$ cat config.mk
export PLATFORM = sky130hd
export DESIGN_NAME = reversible_deque_engine_top
export DESIGN_NICKNAME = d
export VERILOG_FILES = /design/src/sv/rde_pkg.sv /design/src/sv/rde_store.sv /design/src/sv/rde_ctrl.sv /design/src/sv/reversible_deque_engine_top.sv
export SDC_FILE = /design/constraint.sdc
export NUM_CORES = 1
export LEC_CHECK = 0
export CAP_MARGIN = 15
export CORE_AREA = 2 2 312 314
export CTS_BUF_LIST = sky130_fd_sc_hd__clkbuf_4 sky130_fd_sc_hd__clkbuf_8
export CTS_CLUSTER_DIAMETER = 60
export DETAILED_ROUTE_END_ITERATION = 10
export DIE_AREA = 0 0 314 316
export DONT_BUFFER_PORTS = 1
export GPL_TIMING_DRIVEN = 1
export PLACE_DENSITY = 0.57
export SYNTH_ARGS = -nofsm -noshare
export SYNTH_HDL_FRONTEND = slang
export SYNTH_SLANG_ARGS = --single-unit
$ cat constraint.sdc
create_clock -name clk -period 9.2 [get_ports clk]
set_input_delay 0.92 -clock clk [delete_from_list [all_inputs] [get_ports clk]]
set_output_delay 0.92 -clock clk [all_outputs]
set_load 0.1 [all_outputs]
$ cat src/sv/rde_pkg.sv
// Package for the reversible deque engine: item types, mode codes and defaults.
// Used by every module of the block; depends on nothing.
`timescale 1ns / 1ps
`default_nettype none

package rde_pkg;

  localparam int unsigned DEPTH_DEF = 64;
  localparam int unsigned VALUE_W   = 16;

  typedef enum logic [1:0] {
    MODE_LOAD    = 2'd0,
    MODE_REVERSE = 2'd1,
    MODE_DELETE  = 2'd2,
    MODE_FINISH  = 2'd3
  } mode_t;

  typedef struct packed {
    logic [1:0]         mode;
    logic [VALUE_W-1:0] value;
  } in_item_t;

  typedef struct packed {
    logic [VALUE_W-1:0] element;
    logic               is_error;
    logic               is_empty;
    logic               last;
  } out_item_t;

endpackage

`default_nettype wire

$ cat src/sv/rde_store.sv
// Single-port synchronous store for the deque ring; reads are registered.
// Depends on rde_pkg for the element width.
`timescale 1ns / 1ps
`default_nettype none

module rde_store #(
  parameter int unsigned DEPTH = rde_pkg::DEPTH_DEF,
  parameter int unsigned AW    = $clog2(DEPTH)
) (
  input  wire logic                        clk,
  input  wire logic                        wr_en,
  input  wire logic                        rd_en,
  input  wire logic [AW-1:0]               addr,
  input  wire logic [rde_pkg::VALUE_W-1:0] wr_data,
  output logic      [rde_pkg::VALUE_W-1:0] rd_data
);

  logic [rde_pkg::VALUE_W-1:0] mem [DEPTH];

  always_ff @(posedge clk) begin
    if (wr_en) begin
      mem[addr] <= wr_data;
    end
  end

  always_ff @(posedge clk) begin
    if (rd_en) begin
      rd_data <= mem[addr];
    end
  end

endmodule

`default_nettype wire

$ cat src/sv/rde_ctrl.sv
// Deque control: head, count, orientation and error flags, drain sequencer, result register.
// Depends on rde_pkg; drives the rde_store port and takes its read data.
`timescale 1ns / 1ps
`default_nettype none

module rde_ctrl #(
  parameter int unsigned DEPTH = rde_pkg::DEPTH_DEF,
  parameter int unsigned AW    = $clog2(DEPTH),
  parameter int unsigned CW    = $clog2(DEPTH + 1)
) (
  input  wire logic                        clk,
  input  wire logic                        rst_n,
  input  wire logic                        start,
  input  wire rde_pkg::in_item_t           in_item,
  output logic                             busy,
  output logic                             out_valid,
  output rde_pkg::out_item_t               out_item,
  output logic                             mem_wr,
  output logic                             mem_rd,
  output logic      [AW-1:0]               mem_addr,
  output logic      [rde_pkg::VALUE_W-1:0] mem_wdata,
  input  wire logic [rde_pkg::VALUE_W-1:0] mem_rdata
);

  typedef enum logic [1:0] {
    ST_IDLE  = 2'b01,
    ST_DRAIN = 2'b10
  } state_t;

  localparam logic [AW:0]   DEPTH_S = (AW + 1)'(DEPTH);
  localparam logic [CW-1:0] DEPTH_C = CW'(DEPTH);
  localparam logic [AW-1:0] HEAD_MAX = AW'(DEPTH - 1);

  state_t        state_r, state_nxt;
  logic [AW-1:0] head_r, head_nxt;
  logic [CW-1:0] count_r, count_nxt;
  logic          rev_r, rev_nxt;
  logic          failed_r, failed_nxt;
  logic [AW-1:0] idx_r, idx_nxt;
  logic          out_valid_r, out_valid_nxt;
  logic          err_r, err_nxt;
  logic          emp_r, emp_nxt;
  logic          last_r, last_nxt;

  logic          accept;
  logic          drain_last;
  logic [CW-1:0] rev_off;
  logic [AW-1:0] off;
  logic [AW:0]   sum;

  assign accept     = start && (state_r == ST_IDLE);
  assign drain_last = (CW'(CW'(idx_r) + CW'(1)) == count_r);
  assign rev_off    = CW'(count_r - CW'(1) - CW'(idx_r));

  always_comb begin
    if (state_r == ST_DRAIN) begin
      off = rev_r ? rev_off[AW-1:0] : idx_r;
    end else begin
      off = count_r[AW-1:0];
    end
    sum = {1'b0, head_r} + {1'b0, off};
    if (sum >= DEPTH_S) begin
      mem_addr = AW'(sum - DEPTH_S);
    end else begin
      mem_addr = sum[AW-1:0];
    end
  end

  always_comb begin
    state_nxt     = state_r;
    head_nxt      = head_r;
    count_nxt     = count_r;
    rev_nxt       = rev_r;
    failed_nxt    = failed_r;
    idx_nxt       = idx_r;
    out_valid_nxt = 1'b0;
    err_nxt       = err_r;
    emp_nxt       = emp_r;
    last_nxt      = last_r;
    mem_wr        = 1'b0;
    mem_rd        = 1'b0;
    unique case (state_r)
      ST_IDLE: begin
        if (accept) begin
          unique case (rde_pkg::mode_t'(in_item.mode))
            rde_pkg::MODE_LOAD: begin
              if (count_r == DEPTH_C) begin
                failed_nxt = 1'b1;
              end else begin
                mem_wr    = 1'b1;
                count_nxt = CW'(count_r + CW'(1));
              end
            end
            rde_pkg::MODE_REVERSE: begin
              rev_nxt = !rev_r;
            end
            rde_pkg::MODE_DELETE: begin
              if (count_r == '0) begin
                failed_nxt = 1'b1;
              end else begin
                if (!rev_r) begin
                  head_nxt = (head_r == HEAD_MAX) ? '0 : AW'(head_r + AW'(1));
                end
                count_nxt = CW'(count_r - CW'(1));
              end
            end
            rde_pkg::MODE_FINISH: begin
              if (failed_r || count_r == '0) begin
                out_valid_nxt = 1'b1;
                err_nxt       = failed_r;
                emp_nxt       = !failed_r;
                last_nxt      = 1'b1;
                head_nxt      = '0;
                count_nxt     = '0;
                rev_nxt       = 1'b0;
                failed_nxt    = 1'b0;
              end else begin
                idx_nxt   = '0;
                state_nxt = ST_DRAIN;
              end
            end
            default: begin
            end
          endcase
        end
      end
      ST_DRAIN: begin
        mem_rd        = 1'b1;
        out_valid_nxt = 1'b1;
        err_nxt       = 1'b0;
        emp_nxt       = 1'b0;
        last_nxt      = drain_last;
        if (drain_last) begin
          head_nxt   = '0;
          count_nxt  = '0;
          rev_nxt    = 1'b0;
          failed_nxt = 1'b0;
          state_nxt  = ST_IDLE;
        end else begin
          idx_nxt = AW'(idx_r + AW'(1));
        end
      end
      default: begin
        state_nxt = ST_IDLE;
      end
    endcase
  end

  always_ff @(posedge clk) begin
    if (!rst_n) begin
      state_r     <= ST_IDLE;
      head_r      <= '0;
      count_r     <= '0;
      rev_r       <= 1'b0;
      failed_r    <= 1'b0;
      idx_r       <= '0;
      out_valid_r <= 1'b0;
      err_r       <= 1'b0;
      emp_r       <= 1'b0;
      last_r      <= 1'b0;
    end else begin
      state_r     <= state_nxt;
      head_r      <= head_nxt;
      count_r     <= count_nxt;
      rev_r       <= rev_nxt;
      failed_r    <= failed_nxt;
      idx_r       <= idx_nxt;
      out_valid_r <= out_valid_nxt;
      err_r       <= err_nxt;
      emp_r       <= emp_nxt;
      last_r      <= last_nxt;
    end
  end

  assign busy      = (state_r == ST_DRAIN);
  assign mem_wdata = in_item.value;
  assign out_valid = out_valid_r;

  always_comb begin
    out_item.element  = (err_r || emp_r) ? '0 : mem_rdata;
    out_item.is_error = err_r;
    out_item.is_empty = emp_r;
    out_item.last     = last_r;
  end

endmodule

`default_nettype wire

$ cat src/sv/reversible_deque_engine_top.sv
// Top level of the reversible deque engine: control sequencer plus ring store.
// Depends on rde_pkg, rde_ctrl and rde_store.
//
//   channel  | handshake                 | payload
//   ---------+---------------------------+-----------------------------
//   input    | start & !busy             | in_item  (rde_pkg::in_item_t)
//   result   | out_valid                 | out_item (rde_pkg::out_item_t)
//
// Load, reverse and delete never raise busy.
// Finish with the error flag set or nothing held gives one result the next cycle.
// Otherwise finish raises busy while it drains, one store read per element held;
// each result comes in the cycle after its read, through the store's read register.
// Reset is synchronous, active low, and empties the deque; the receiver cannot stall.
`timescale 1ns / 1ps
`default_nettype none

module reversible_deque_engine_top #(
  parameter int unsigned DEPTH = rde_pkg::DEPTH_DEF
) (
  input  wire logic               clk,
  input  wire logic               rst_n,
  input  wire logic               start,
  input  wire rde_pkg::in_item_t  in_item,
  output logic                    busy,
  output logic                    out_valid,
  output rde_pkg::out_item_t      out_item
);

  localparam int unsigned AW = $clog2(DEPTH);
  localparam int unsigned CW = $clog2(DEPTH + 1);

  logic                        mem_wr;
  logic                        mem_rd;
  logic [AW-1:0]               mem_addr;
  logic [rde_pkg::VALUE_W-1:0] mem_wdata;
  logic [rde_pkg::VALUE_W-1:0] mem_rdata;

  rde_ctrl #(
    .DEPTH (DEPTH),
    .AW    (AW),
    .CW    (CW)
  ) u_ctrl (
    .clk       (clk),
    .rst_n     (rst_n),
    .start     (start),
    .in_item   (in_item),
    .busy      (busy),
    .out_valid (out_valid),
    .out_item  (out_item),
    .mem_wr    (mem_wr),
    .mem_rd    (mem_rd),
    .mem_addr  (mem_addr),
    .mem_wdata (mem_wdata),
    .mem_rdata (mem_rdata)
  );

  rde_store #(
    .DEPTH (DEPTH),
    .AW    (AW)
  ) u_store (
    .clk     (clk),
    .wr_en   (mem_wr),
    .rd_en   (mem_rd),
    .addr    (mem_addr),
    .wr_data (mem_wdata),
    .rd_data (mem_rdata)
  );

  a_drain_emits: assert property (@(posedge clk) disable iff (!rst_n)
    busy |=> out_valid)
    else $error("drain cycle without a following result");

  a_finish_answers: assert property (@(posedge clk) disable iff (!rst_n)
    (start && !busy && in_item.mode == rde_pkg::MODE_FINISH) |=> (out_valid || busy))
    else $error("finish item produced neither a result nor a drain");

  a_single_status: assert property (@(posedge clk) disable iff (!rst_n)
    (out_valid && (out_item.is_error || out_item.is_empty)) |->
      (out_item.last && !busy && out_item.element == '0))
    else $error("error or empty result not a lone final item");

  a_last_frees: assert property (@(posedge clk) disable iff (!rst_n)
    (out_valid && out_item.last) |-> !busy)
    else $error("still busy while final result shown");

endmodule

`default_nettype wire
== Word level (Yosys, flattened, before mapping) ==
Memory sizes are Yosys's and may differ from the RTL's. A register that Yosys moved wholly into a read port is not among the register bits.
Cells that the tools add are included.
W data, S select, Z words.

* Add/subtract/negate cells: 8
* Magnitude comparators: 1
* Equal/unequal tests: 23
* Mux-type cells: 62
* Reductions and logical operators: 15

{| class="wikitable"
|+ Operators with widths
! operator !! number
|-
| $mux W6 || 13
|-
| $pmux W6 S2 || 3
|-
| $mux W7 || 5
|-
| $mux W1 || 25
|-
| $ne A3 B3 Y1 const B || 8
|-
| $pmux W7 S3 || 1
|-
| $reduce_and A7 Y1 || 3
|-
| $mux W16 || 1
|-
| $pmux W1 S2 || 7
|-
| $pmux W7 S2 || 1
|-
| $add A6 B1 Y6 const B || 2
|-
| $reduce_and A5 Y1 || 2
|-
| $mux W2 || 4
|-
| $ne A2 B2 Y1 const B || 4
|-
| $reduce_and A4 Y1 || 2
|-
| $add A6 B1 Y7 const B || 1
|-
| $add A6 B6 Y7 || 1
|-
| $add A7 B1 Y7 const B || 1
|-
| $eq A7 B7 Y1 || 1
|-
| $eq A7 B7 Y1 const B || 1
|-
| $ge A7 B7 Y1 const B || 1
|-
| $logic_not A7 Y1 || 1
|-
| $sub A7 B1 Y7 const B || 1
|-
| $eq A2 B2 Y1 const B || 3
|-
| 13 further kinds || 17
|}

* Bits in registers: 27
* Memory bits (writable): 1024
* Input port bits: 21
* Output and inout bits: 21
* Logic and storage cells: 120
* Memories: 1

{| class="wikitable"
|+ Memory list
! memory !! words !! width !! read ports !! clocked after memory_dff !! write ports !! RTL line !! RTL
|-
| u_store.mem || 64 || 16 || 1 || 1 || 1 || rde_store.sv:18 || <nowiki>logic [rde_pkg::VALUE_W-1:0] mem [DEPTH];</nowiki>
|}

== Logic depth before layout (Yosys ltp) ==
Gate-level depths: netlist of run 1.

* Depth after elaboration: 7
* Depth in mapped cells: 22
* Depth with buffers taken out: 19

== Hierarchy ==
A second synthesis of run 1 with hierarchy kept.

* Cell total of the unflattened synthesis: 2619
* Area, all modules: 42868.6 um^2

{| class="wikitable"
|+ Modules (own cells, without submodules)
! module !! times used !! cells an instance !! area each (um^2) !! sequential area each (um^2)
|-
| rde_store || 1 || 2247 || 39992.1 || 31230.0
|-
| rde_ctrl || 1 || 372 || 2876.5 || 540.5
|}

== Least setup slack after synthesis of run 1 ==
OpenSTA, ideal clock, no wires.

* Kind: reg-to-reg
* Start: register u_ctrl.state_r[0]
* End: memory u_store.mem[30][0] (netlist name), enable pin
* Setup time: 409 ps
* Arrival: 6093 ps
* Required time: 8791 ps
* Slack: 2697 ps
* Stages on the path, launching flop included: 17
* Path buffers: 6
* Period minus slack after synthesis: 6503 ps
* Path through: dfxtp_1 -> inv_1 -> ha_1 -> clkbuf_1 -> buf_1 -> o211ai_1 -> o21ai_0 -> ha_1 -> inv_1 -> fa_1 -> xnor2_1 -> buf_2 -> buf_1 -> buf_1 -> clkbuf_1 -> nand3_1 -> nor3_1

* Elaborated cells on any way between the ends: 12
* Those cells by class: add/sub: 2; order compare: 1; eq/ne: 2; mux: 6; reduce/logical: 1

{| class="wikitable"
|+ RTL lines
! what !! RTL line !! RTL
|-
| start: declaration || rde_ctrl.sv:34 || <nowiki>state_t state_r, state_nxt;</nowiki>
|-
| start signal: assignment || rde_ctrl.sv:162 || <nowiki>state_r <= state_nxt;</nowiki>
|-
| $eq A2 B2 Y1 * || -- ||
|-
| via busy || reversible_deque_engine_top.sv:24 || <nowiki>output logic busy,</nowiki>
|-
| $mux W6 * || rde_ctrl.sv:56 || <nowiki>if (state_r == ST_DRAIN) begin</nowiki>
|-
| $add A6 B6 Y7 * || rde_ctrl.sv:61 || <nowiki>sum = {1'b0, head_r} + {1'b0, off};</nowiki>
|-
| $sub A6 B1 Y6 / $ge A7 B7 Y1 (equally long branches) || rde_ctrl.sv:63, rde_ctrl.sv:62 ||
|-
| $mux W6 * || rde_ctrl.sv:62 || <nowiki>if (sum >= DEPTH_S) begin</nowiki>
|-
| end: declaration || rde_store.sv:18 ||
|}

The timed path passes the listed nets; every way through them passes the cells marked *.

== Final worst setup path of run 1 ==
* Start: register u_ctrl.count_r[0]
* End: register u_store.rd_data[4] (netlist name), read port of u_store.mem, data pin

* Longest elaborated chain between the ends: 7
* Elaborated cells on any way between the ends: 8
* Those cells by class: add/sub: 4; order compare: 1; mux: 3

{| class="wikitable"
|+ RTL lines
! what !! RTL line !! RTL
|-
| start: declaration || rde_ctrl.sv:36 || <nowiki>logic [CW-1:0] count_r, count_nxt;</nowiki>
|-
| start signal: assignment || rde_ctrl.sv:164 || <nowiki>count_r <= count_nxt;</nowiki>
|-
| $sub A7 B1 Y7 || rde_ctrl.sv:53 || <nowiki>assign rev_off = CW'(count_r - CW'(1) - CW'(idx_r));</nowiki>
|-
| $sub A6 B6 Y6 || rde_ctrl.sv:53 ||
|-
| $mux W6 || rde_ctrl.sv:57 || <nowiki>off = rev_r ? rev_off[AW-1:0] : idx_r;</nowiki>
|-
| $mux W6 * || rde_ctrl.sv:56 ||
|-
| $add A6 B6 Y7 * || rde_ctrl.sv:61 ||
|-
| $sub A6 B1 Y6 / $ge A7 B7 Y1 (equally long branches) || rde_ctrl.sv:63, rde_ctrl.sv:62 ||
|-
| $mux W6 * || rde_ctrl.sv:62 ||
|-
| end: declaration || rde_store.sv:15 || <nowiki>output logic [rde_pkg::VALUE_W-1:0] rd_data</nowiki>
|}

Mark *: on every way between the ends. The rest lies on a longest branch, timed or not.
A chain may end at the register's enable or synchronous reset.

==> impl_metrics.json, run 1 <==
{
  "post_cts_buffers": 0,
  "max_freq_mhz": 150,
  "slew_viol_final": 0,
  "clk_pin_slew_ps": 60,
  "post-route-period-util_pct": 72.7,
  "synth_nets": 2775,
  "swShare_pct": 31.7,
  "vias": 26400,
  "worst_ep_required_time_ps": 9900,
  "hold_violations": 0,
  "cts_tree": "done",
  "chipHeight_um": 316,
  "grt.total_usage_pct": 26.6,
  "clock_sinks": 1067,
  "crit_start": "u_ctrl.count_r[0]$_SDFFE_PN0P_",
  "irDropWorstVdd_mv": 0.136,
  "powerDensity_nw_per_um2": 249,
  "drv_cap": 0,
  "comb_power_share_pct": 22.5,
  "synth_edf_count": 1040,
  "cp_slowest_cell": "and2_1",
  "leakage_nw": 15.4,
  "yosysTopAreaCell": "edfxtp_1",
  "numPortBuffers": 0,
  "cts_resized": 0,
  "clock_path_buffers": 3,
  "synth_cells": 2735,
  "worst_ep_arrival_time_ps": 7390,
  "drcViolationCount": 0,
  "fin_skew_ps": 37.6,
  "synth_seq_area_share_pct": 73.9,
  "cp_top_family": "adder cells",
  "r2r_start": "u_ctrl.count_r[0]$_SDFFE_PN0P_",
  "grt.met2_usage_pct": 40.7,
  "ys_ff_latch": 1067,
  "crit_top_cell": "inv_1",
  "fin_crit_ps": 6690,
  "hpwl_um": 75700,
  "crit_path_end_kind": "register",
  "viasPerCell": 6.21,
  "setup_viol": 0,
  "min_path_type": "input pin to register",
  "drive_above_1_share_pct": 19.5,
  "outcome": "complete, no violations",
  "post-place-ws_ps": 2810,
  "clkPwrFrac_pct": 32.5,
  "num_rows": 114,
  "postSynth.asyncResetShare_pct": 0,
  "wl_per_cell_um": 31.0,
  "cp_max_fo": 50,
  "grt_pass1_vias": 25900,
  "synth_common_cells": "edfxtp_1, nand2_1, a21oi_1",
  "criticalPathCategory": "register to register",
  "cts_max_level": 4,
  "synth_top_area_share_pct": 72.7,
  "die_area_um2": 99200,
  "cts_hold_buf": 0,
  "wl_um": 132000,
  "core-area_um2": 96000,
  "crit_path_start_kind": "register",
  "critical_path_buf_inv_count": 5,
  "avgSynthCellArea_um2": 15.7,
  "grt_max_degree": 125,
  "worst_pin_slew_ps": 1270,
  "firstDrtPassIters": 5,
  "p_sw_mw": 3.83,
  "fin_ws_ps": 2510,
  "p_int_mw": 8.24,
  "die_w_um": 314,
  "nNetsFinal": 2878,
  "ant_nets": 0,
  "first_iter_violations": 3565,
  "slew-limit-headroom_pct": 14.9,
  "use_met1_pct": 36.8,
  "antenna_found_initial": 7,
  "gr-total-overflow": 0,
  "grt_use_met3_pct": 6.72,
  "grt_pass1_wl_um": 188000,
  "crit_chain": "inv_1, ha_1, inv_1, fa_1, mux2i_1, a21oi_1, inv_1, fa_4, buf_4, buf_4, and2_1, a22o_1, a221oi_1, a211oi_1, a31oi_1, mux2i_1",
  "fin_cells": 4252,
  "reg2reg_slack_ps": 2510,
  "top_usage_layer": "met2",
  "initial_core_util_pct": 44.8,
  "synthFlopType": "edfxtp_1",
  "numCtsBuffers": 172,
  "io_pins": 42,
  "gp_congestion": 0.897,
  "cts-root-buf": "clkbuf_8",
  "netlist_area_um2": 43000,
  "synth.most_common_cell": "edfxtp_1",
  "synth.area.top_cells": "edfxtp_1, mux4_2, mux2i_1, nand2_1, a21oi_1",
  "syn2layout_area_growth_pct": 12.9,
  "dp.cells": 3939,
  "setup_tns_ps": 0,
  "max_stage_delay_ps": 920,
  "rsz0062_at_grt": "false",
  "yosys_warnings": 0,
  "pwr-share-seq_pct": 44.9,
  "min_from": "rst_n",
  "synth_cell_type_count": 75,
  "clkLatencyLatePin_ps": 850
}
-- per-stage QoR --
| step | instance area, µm² | util (%) | hold WS [ps] | power [mW] |
|---|---|---|---|---|
| finish | 48500 | 50.5 | 163 | 12.1 |
| global route | 48500 | 50.5 | 135 | 12.4 |
| CTS | 48500 | 50.5 | 104 | 12.1 |
| detailed placement | 45200 | 47.1 | 510 | 8.19 |
| global placement | 45200 | 47.1 | 499 | 8.16 |
| floorplan | 43000 | - | 464 | 7.10 |
-- placed cells by master (no fill, tap or decap), types with 63 or more instances in the layout --
master / n
a21oi_1: 168
edfxtp_1: 1040
mux4_2: 63
buf_4: 114
o21ai_0: 65
mux2i_1: 138
a221oi_1: 73
nand3_1: 70
nand2_1: 285
clkbuf_8: 178
nor3_2: 64
-- power by group through the flow --
stage	clock network, mW	logic, mW	registers (mW)
floorplan	0	1.61	5.49
global placement	0	2.64	5.52
detailed placement	0	2.66	5.52
CTS	3.98	2.67	5.42
global route	4.19	2.82	5.42
finish	3.93	2.72	5.42
-- logic make-up (layout without fill, tap and decap cells) --
kind of cell	after synthesis	after routing	share of synthesized area, %
flip-flops	1067	1067	73.9
AND/OR/NAND/NOR	609	609	6.48
AO/OA/AOI/OAI	565	565	8.87
multiplexers	240	240	7.54
buffers and inverters	213	448	2.01
XOR/XNOR	22	22	0.568
adder cells (fa/ha/maj)	19	19	0.588
other	0	6	0
-- path summary, 6_finish.rpt --
| kind | to | cells past startpoint |
|---|---|---|
| worst min-delay path | u_ctrl.state_r[0]$_SDFFE_PN1P_ | 1 |
| worst max register to register | u_store.rd_data[4]$_DFFE_PP_ | 16 |
| worst min register to register | u_ctrl.failed_r$_SDFFE_PN0P_ | 2 |
| worst max-delay path | u_store.rd_data[4]$_DFFE_PP_ | 16 |
-- flip-flops by register name, summed over array words and instances, names as in the netlist, 2 cells and up --
register and cells:
u_store.mem 1024, u_store.rd_data 16, u_ctrl.count_r 7, u_ctrl.head_r 6
u_ctrl.idx_r 6, u_ctrl.state_r 2
-- routing by layer --
layer | vias to the layer above | share of wire (%)
met3 | 279 | 10
met2 | 1468 | 46
met1 | 13500 | 41
met4 | 2 | 3.5
met5 | - | 0.0099
li1 | 11100 | -
-- area by class of cell --
| class | instances | area, µm² |
|---|---|---|
| fill | 7958 | 47500 |
| sequential | 1067 | 31800 |
| multi-input combinational | 1455 | 10800 |
| clock buffer | 227 | 2820 |
| tap | 1276 | 1600 |
| timing repair buffer | 121 | 970 |
| clock inverter | 79 | 448 |
| inverter | 21 | 78.8 |
| antenna | 6 | 15.0 |
Power figures use the tool's default switching activity.
==> inputs of run 2 (changes only) <==
- ABC_AREA: default -> 1
- CORE_AREA: 2 2 312 314 -> 2 2 317 319
- DIE_AREA: 0 0 314 316 -> 0 0 319 321
- clock period: 9.2 -> 6.45 ns (I/O delays scaled with it)
==> run 2 against run 1 <==
Clock-buffer cell count grew 19. Via count grew 10%. Highest routed layer is now met4. Register-to-register slack lost 1400 ps. Critical path type unchanged. Global-route usage shrank 2.6 points. Area after synthesis grew 2.7%.
==> impl_metrics.json, run 2 <==
{
  "cts_max_level": 4,
  "synth_top_area_share_pct": 70.8,
  "nNetsFinal": 4062,
  "chipHeight_um": 321,
  "leakage_nw": 18.2,
  "wl_um": 123000,
  "placedInstanceArea_um2": 46000,
  "postSynth.asyncResetShare_pct": 0,
  "worst_ep_required_time_ps": 7060,
  "numPortBuffers": 0,
  "drv_cap": 0,
  "synth.area.top_cells": "edfxtp_1, nand2_1, a21oi_1, o21ai_0, nor2_1",
  "pwr-share-seq_pct": 34.4,
  "yosysTopAreaCell": "edfxtp_1",
  "reg2reg_depth": 17,
  "viasPerCell": 5.33,
  "clock_sinks": 1067,
  "grt_pass1_wl_um": 182000,
  "die_w_um": 319,
  "synth_cells": 3902,
  "critical_path_buf_inv_count": 4,
  "rsz0062_at_grt": "false",
  "post-route-period-util_pct": 82.0,
  "setup_tns_ps": 0,
  "max_freq_mhz": 189,
  "gr-total-overflow": 0,
  "drive_above_1_share_pct": 11.6,
  "initial_core_util_pct": 44.5,
  "multi_input_area_um2": 11000,
  "slew_viol_final": 0,
  "worstHoldPathCells": 3,
  "ant_nets": 0,
  "worst_ep_arrival_time_ps": 5900,
  "dp.cells": 5127,
  "final_area_um2": 49700,
  "crit_chain": "inv_1, ha_1, inv_1, fa_1, a21oi_1, o21ai_0, o21ai_0, fa_4, inv_6, buf_4, a21oi_1, o21ai_0, a21oi_1, o21ai_0, nand2_1, nand2_1, nand2_1",
  "r2r_start": "u_ctrl.count_r[1]$_SDFFE_PN0P_",
  "min_path_type": "input pin to register",
  "synth_seq_area_share_pct": 72.0,
  "clock_path_buffers": 3,
  "outcome": "complete, no violations",
  "top_register": "u_store.mem",
  "cts-root-buf": "clkbuf_8",
  "final_common_cell": "nand2_1",
  "reg2reg_to": "u_store.rd_data[9]$_DFFE_PP_",
  "cp_top_family": "adder cells",
  "firstDrtPassIters": 5,
  "max_stage_delay_ps": 830,
  "reg2reg_slack_ps": 1160,
  "vias": 29100,
  "synth_common_cells": "nand2_1, edfxtp_1, a21oi_1",
  "criticalPathCategory": "register to register",
  "seq_area_um2": 31800,
  "antenna_found_initial": 2,
  "whs_endpoint": "u_ctrl.failed_r$_SDFFE_PN0P_",
  "synth_nets": 3942,
  "swShare_pct": 42.4,
  "slew-limit-headroom_pct": 14.5,
  "hold_violations": 0,
  "p_int_mw": 13.2,
  "numCtsBuffers": 174,
  "n_fill_cell": 8808,
  "netlist_area_um2": 44100,
  "gp_congestion": 0.912,
  "drcViolationCount": 0,
  "ys_ff_latch": 1067,
  "irDropWorstVdd_mv": 0.474,
  "min_from": "in_item[17]",
  "top_regs": "u_store.mem x1024, u_store.rd_data x16, u_ctrl.count_r x7",
  "grt.total_usage_pct": 24.0,
  "largest_register_ffs": 1024,
  "clkPwrFrac_pct": 24.6,
  "clk_pin_slew_ps": 60,
  "crit_path_start_kind": "register",
  "setup_viol": 0,
  "cp_slowest_cell": "fa_4",
  "fin_cells": 5451,
  "synth_cell_type_count": 45,
  "fin_skew_ps": 41.2,
  "die_area_um2": 102000,
  "num_rows": 116,
  "synth_edf_count": 1040,
  "synthFlopType": "edfxtp_1",
  "clkLatencyLatePin_ps": 860,
  "worst_pin_slew_ps": 1280,
  "crit_path_end_kind": "register",
  "synth.most_common_cell": "nand2_1",
  "final_cell_mix": "nand2_1, edfxtp_1, a21oi_1",
  "fin_crit_ps": 5290,
  "grt_pass1_vias": 28200,
  "crit_top_cell": "o21ai_0",
  "first_iter_violations": 2892,
  "syn2layout_area_growth_pct": 12.7,
  "cts_tree": "done",
  "yosys_warnings": 0,
  "io_pins": 42,
  "core-area_um2": 99300,
  "wl_per_cell_um": 22.6,
  "post_cts_buffers": 0,
  "hpwl_um": 68200,
  "p_sw_mw": 9.71,
  "powerDensity_nw_per_um2": 460,
  "comb_power_share_pct": 41.1,
  "whs_ps": 76.3,
  "cp_max_fo": 63,
  "grt_max_degree": 134,
  "avgSynthCellArea_um2": 11.3
}
[run 2: worst max-delay path by stage]
stage / start / end / slack, ps / depth (start not counted)
after global routing: u_ctrl.count_r[1]$_SDFFE_PN0P_ / u_store.rd_data[9]$_DFFE_PP_ / 930 / 17
after detailed placement: u_ctrl.count_r[1]$_SDFFE_PN0P_ / u_store.rd_data[9]$_DFFE_PP_ / 1220 / 17
after floorplan: u_ctrl.state_r[0]$_SDFFE_PN1P_ / u_store.mem[10][0]$_DFFE_PP_ / 1180 / 16
final: u_ctrl.count_r[1]$_SDFFE_PN0P_ / u_store.rd_data[9]$_DFFE_PP_ / 1160 / 17
after CTS: u_ctrl.count_r[1]$_SDFFE_PN0P_ / u_store.rd_data[9]$_DFFE_PP_ / 1200 / 17
after global placement: u_ctrl.count_r[1]$_SDFFE_PN0P_ / u_store.rd_data[9]$_DFFE_PP_ / 1190 / 17
[run 2: timing repair]
item,CTS,global route
hold buffers,17,0
resized for setup,0,0
endpoints found under the hold margin,1029,0
setup endpoints to repair,0,0
[run 2: cell type report]
cell class / instances / share of cell area (%)
clock inverter: 59 / 0.644
timing repair buffer: 146 / 3.17
inverter: 112 / 0.876
tap: 1298 / 3.27
antenna: 2 / 0.0101
clock buffer: 246 / 5.94
sequential: 1067 / 63.9
multi-input combinational: 2521 / 22.2
[run 2: stage by stage]
| stage | utilization, % | power, mW | setup slack [ps] |
|---|---|---|---|
| 6_report | 50.1 | 22.9 | 1160 |
| 5_1_grt | 50.1 | 24.2 | 928 |
| 4_1_cts | 50.1 | 23.0 | 1200 |
| 3_5_place_dp | 46.3 | 17.2 | 1220 |
| 3_3_place_gp | 46.3 | 17.2 | 1190 |
| 2_1_floorplan | - | 14.0 | 1180 |
[run 2: worst reg2reg max path: cells and delay by family (launching register included)]
kind / cells / cell delay [ps]
buffers and inverters: 4 / 1100
adders and majority gates: 3 / 1550
AOI/OAI and AO/OA: 7 / 1500
DFF: 1 / 490
and+or+nand+nor: 3 / 440
[run 2: kinds of logic (layout without fill, tap and decap cells)]
kind of cell,count (synthesis),after routing,share of synthesized area [%]
other,0,2,0
adder cells (fa/ha/maj),19,19,0.573
AO/OA/AOI/OAI,613,613,7.09
buffers and inverters,314,563,3.19
XOR/XNOR,9,9,0.238
flip-flops,1067,1067,72.0
AND/OR/NAND/NOR,1880,1880,16.9
[run 2: layer usage]
layer | global-route usage [%] | vias up | routed length (µm)
met5 | 0 | - | 0
met4 | 7.83 | 0 | 3290
li1 | - | 13700 | -
met3 | 5.04 | 199 | 10100
met1 | 33.2 | 14100 | 52900
met2 | 37.9 | 1083 | 56800
[run 2: power groups by stage]
stage | sequential [mW] | clock (mW) | combinational [mW]
5_1_grt | 7.88 | 6.00 | 10.3
6_report | 7.87 | 5.62 | 9.41
3_3_place_gp | 8.01 | 0 | 9.20
2_1_floorplan | 7.95 | 0 | 6.04
3_5_place_dp | 8.01 | 0 | 9.22
4_1_cts | 7.87 | 5.73 | 9.42
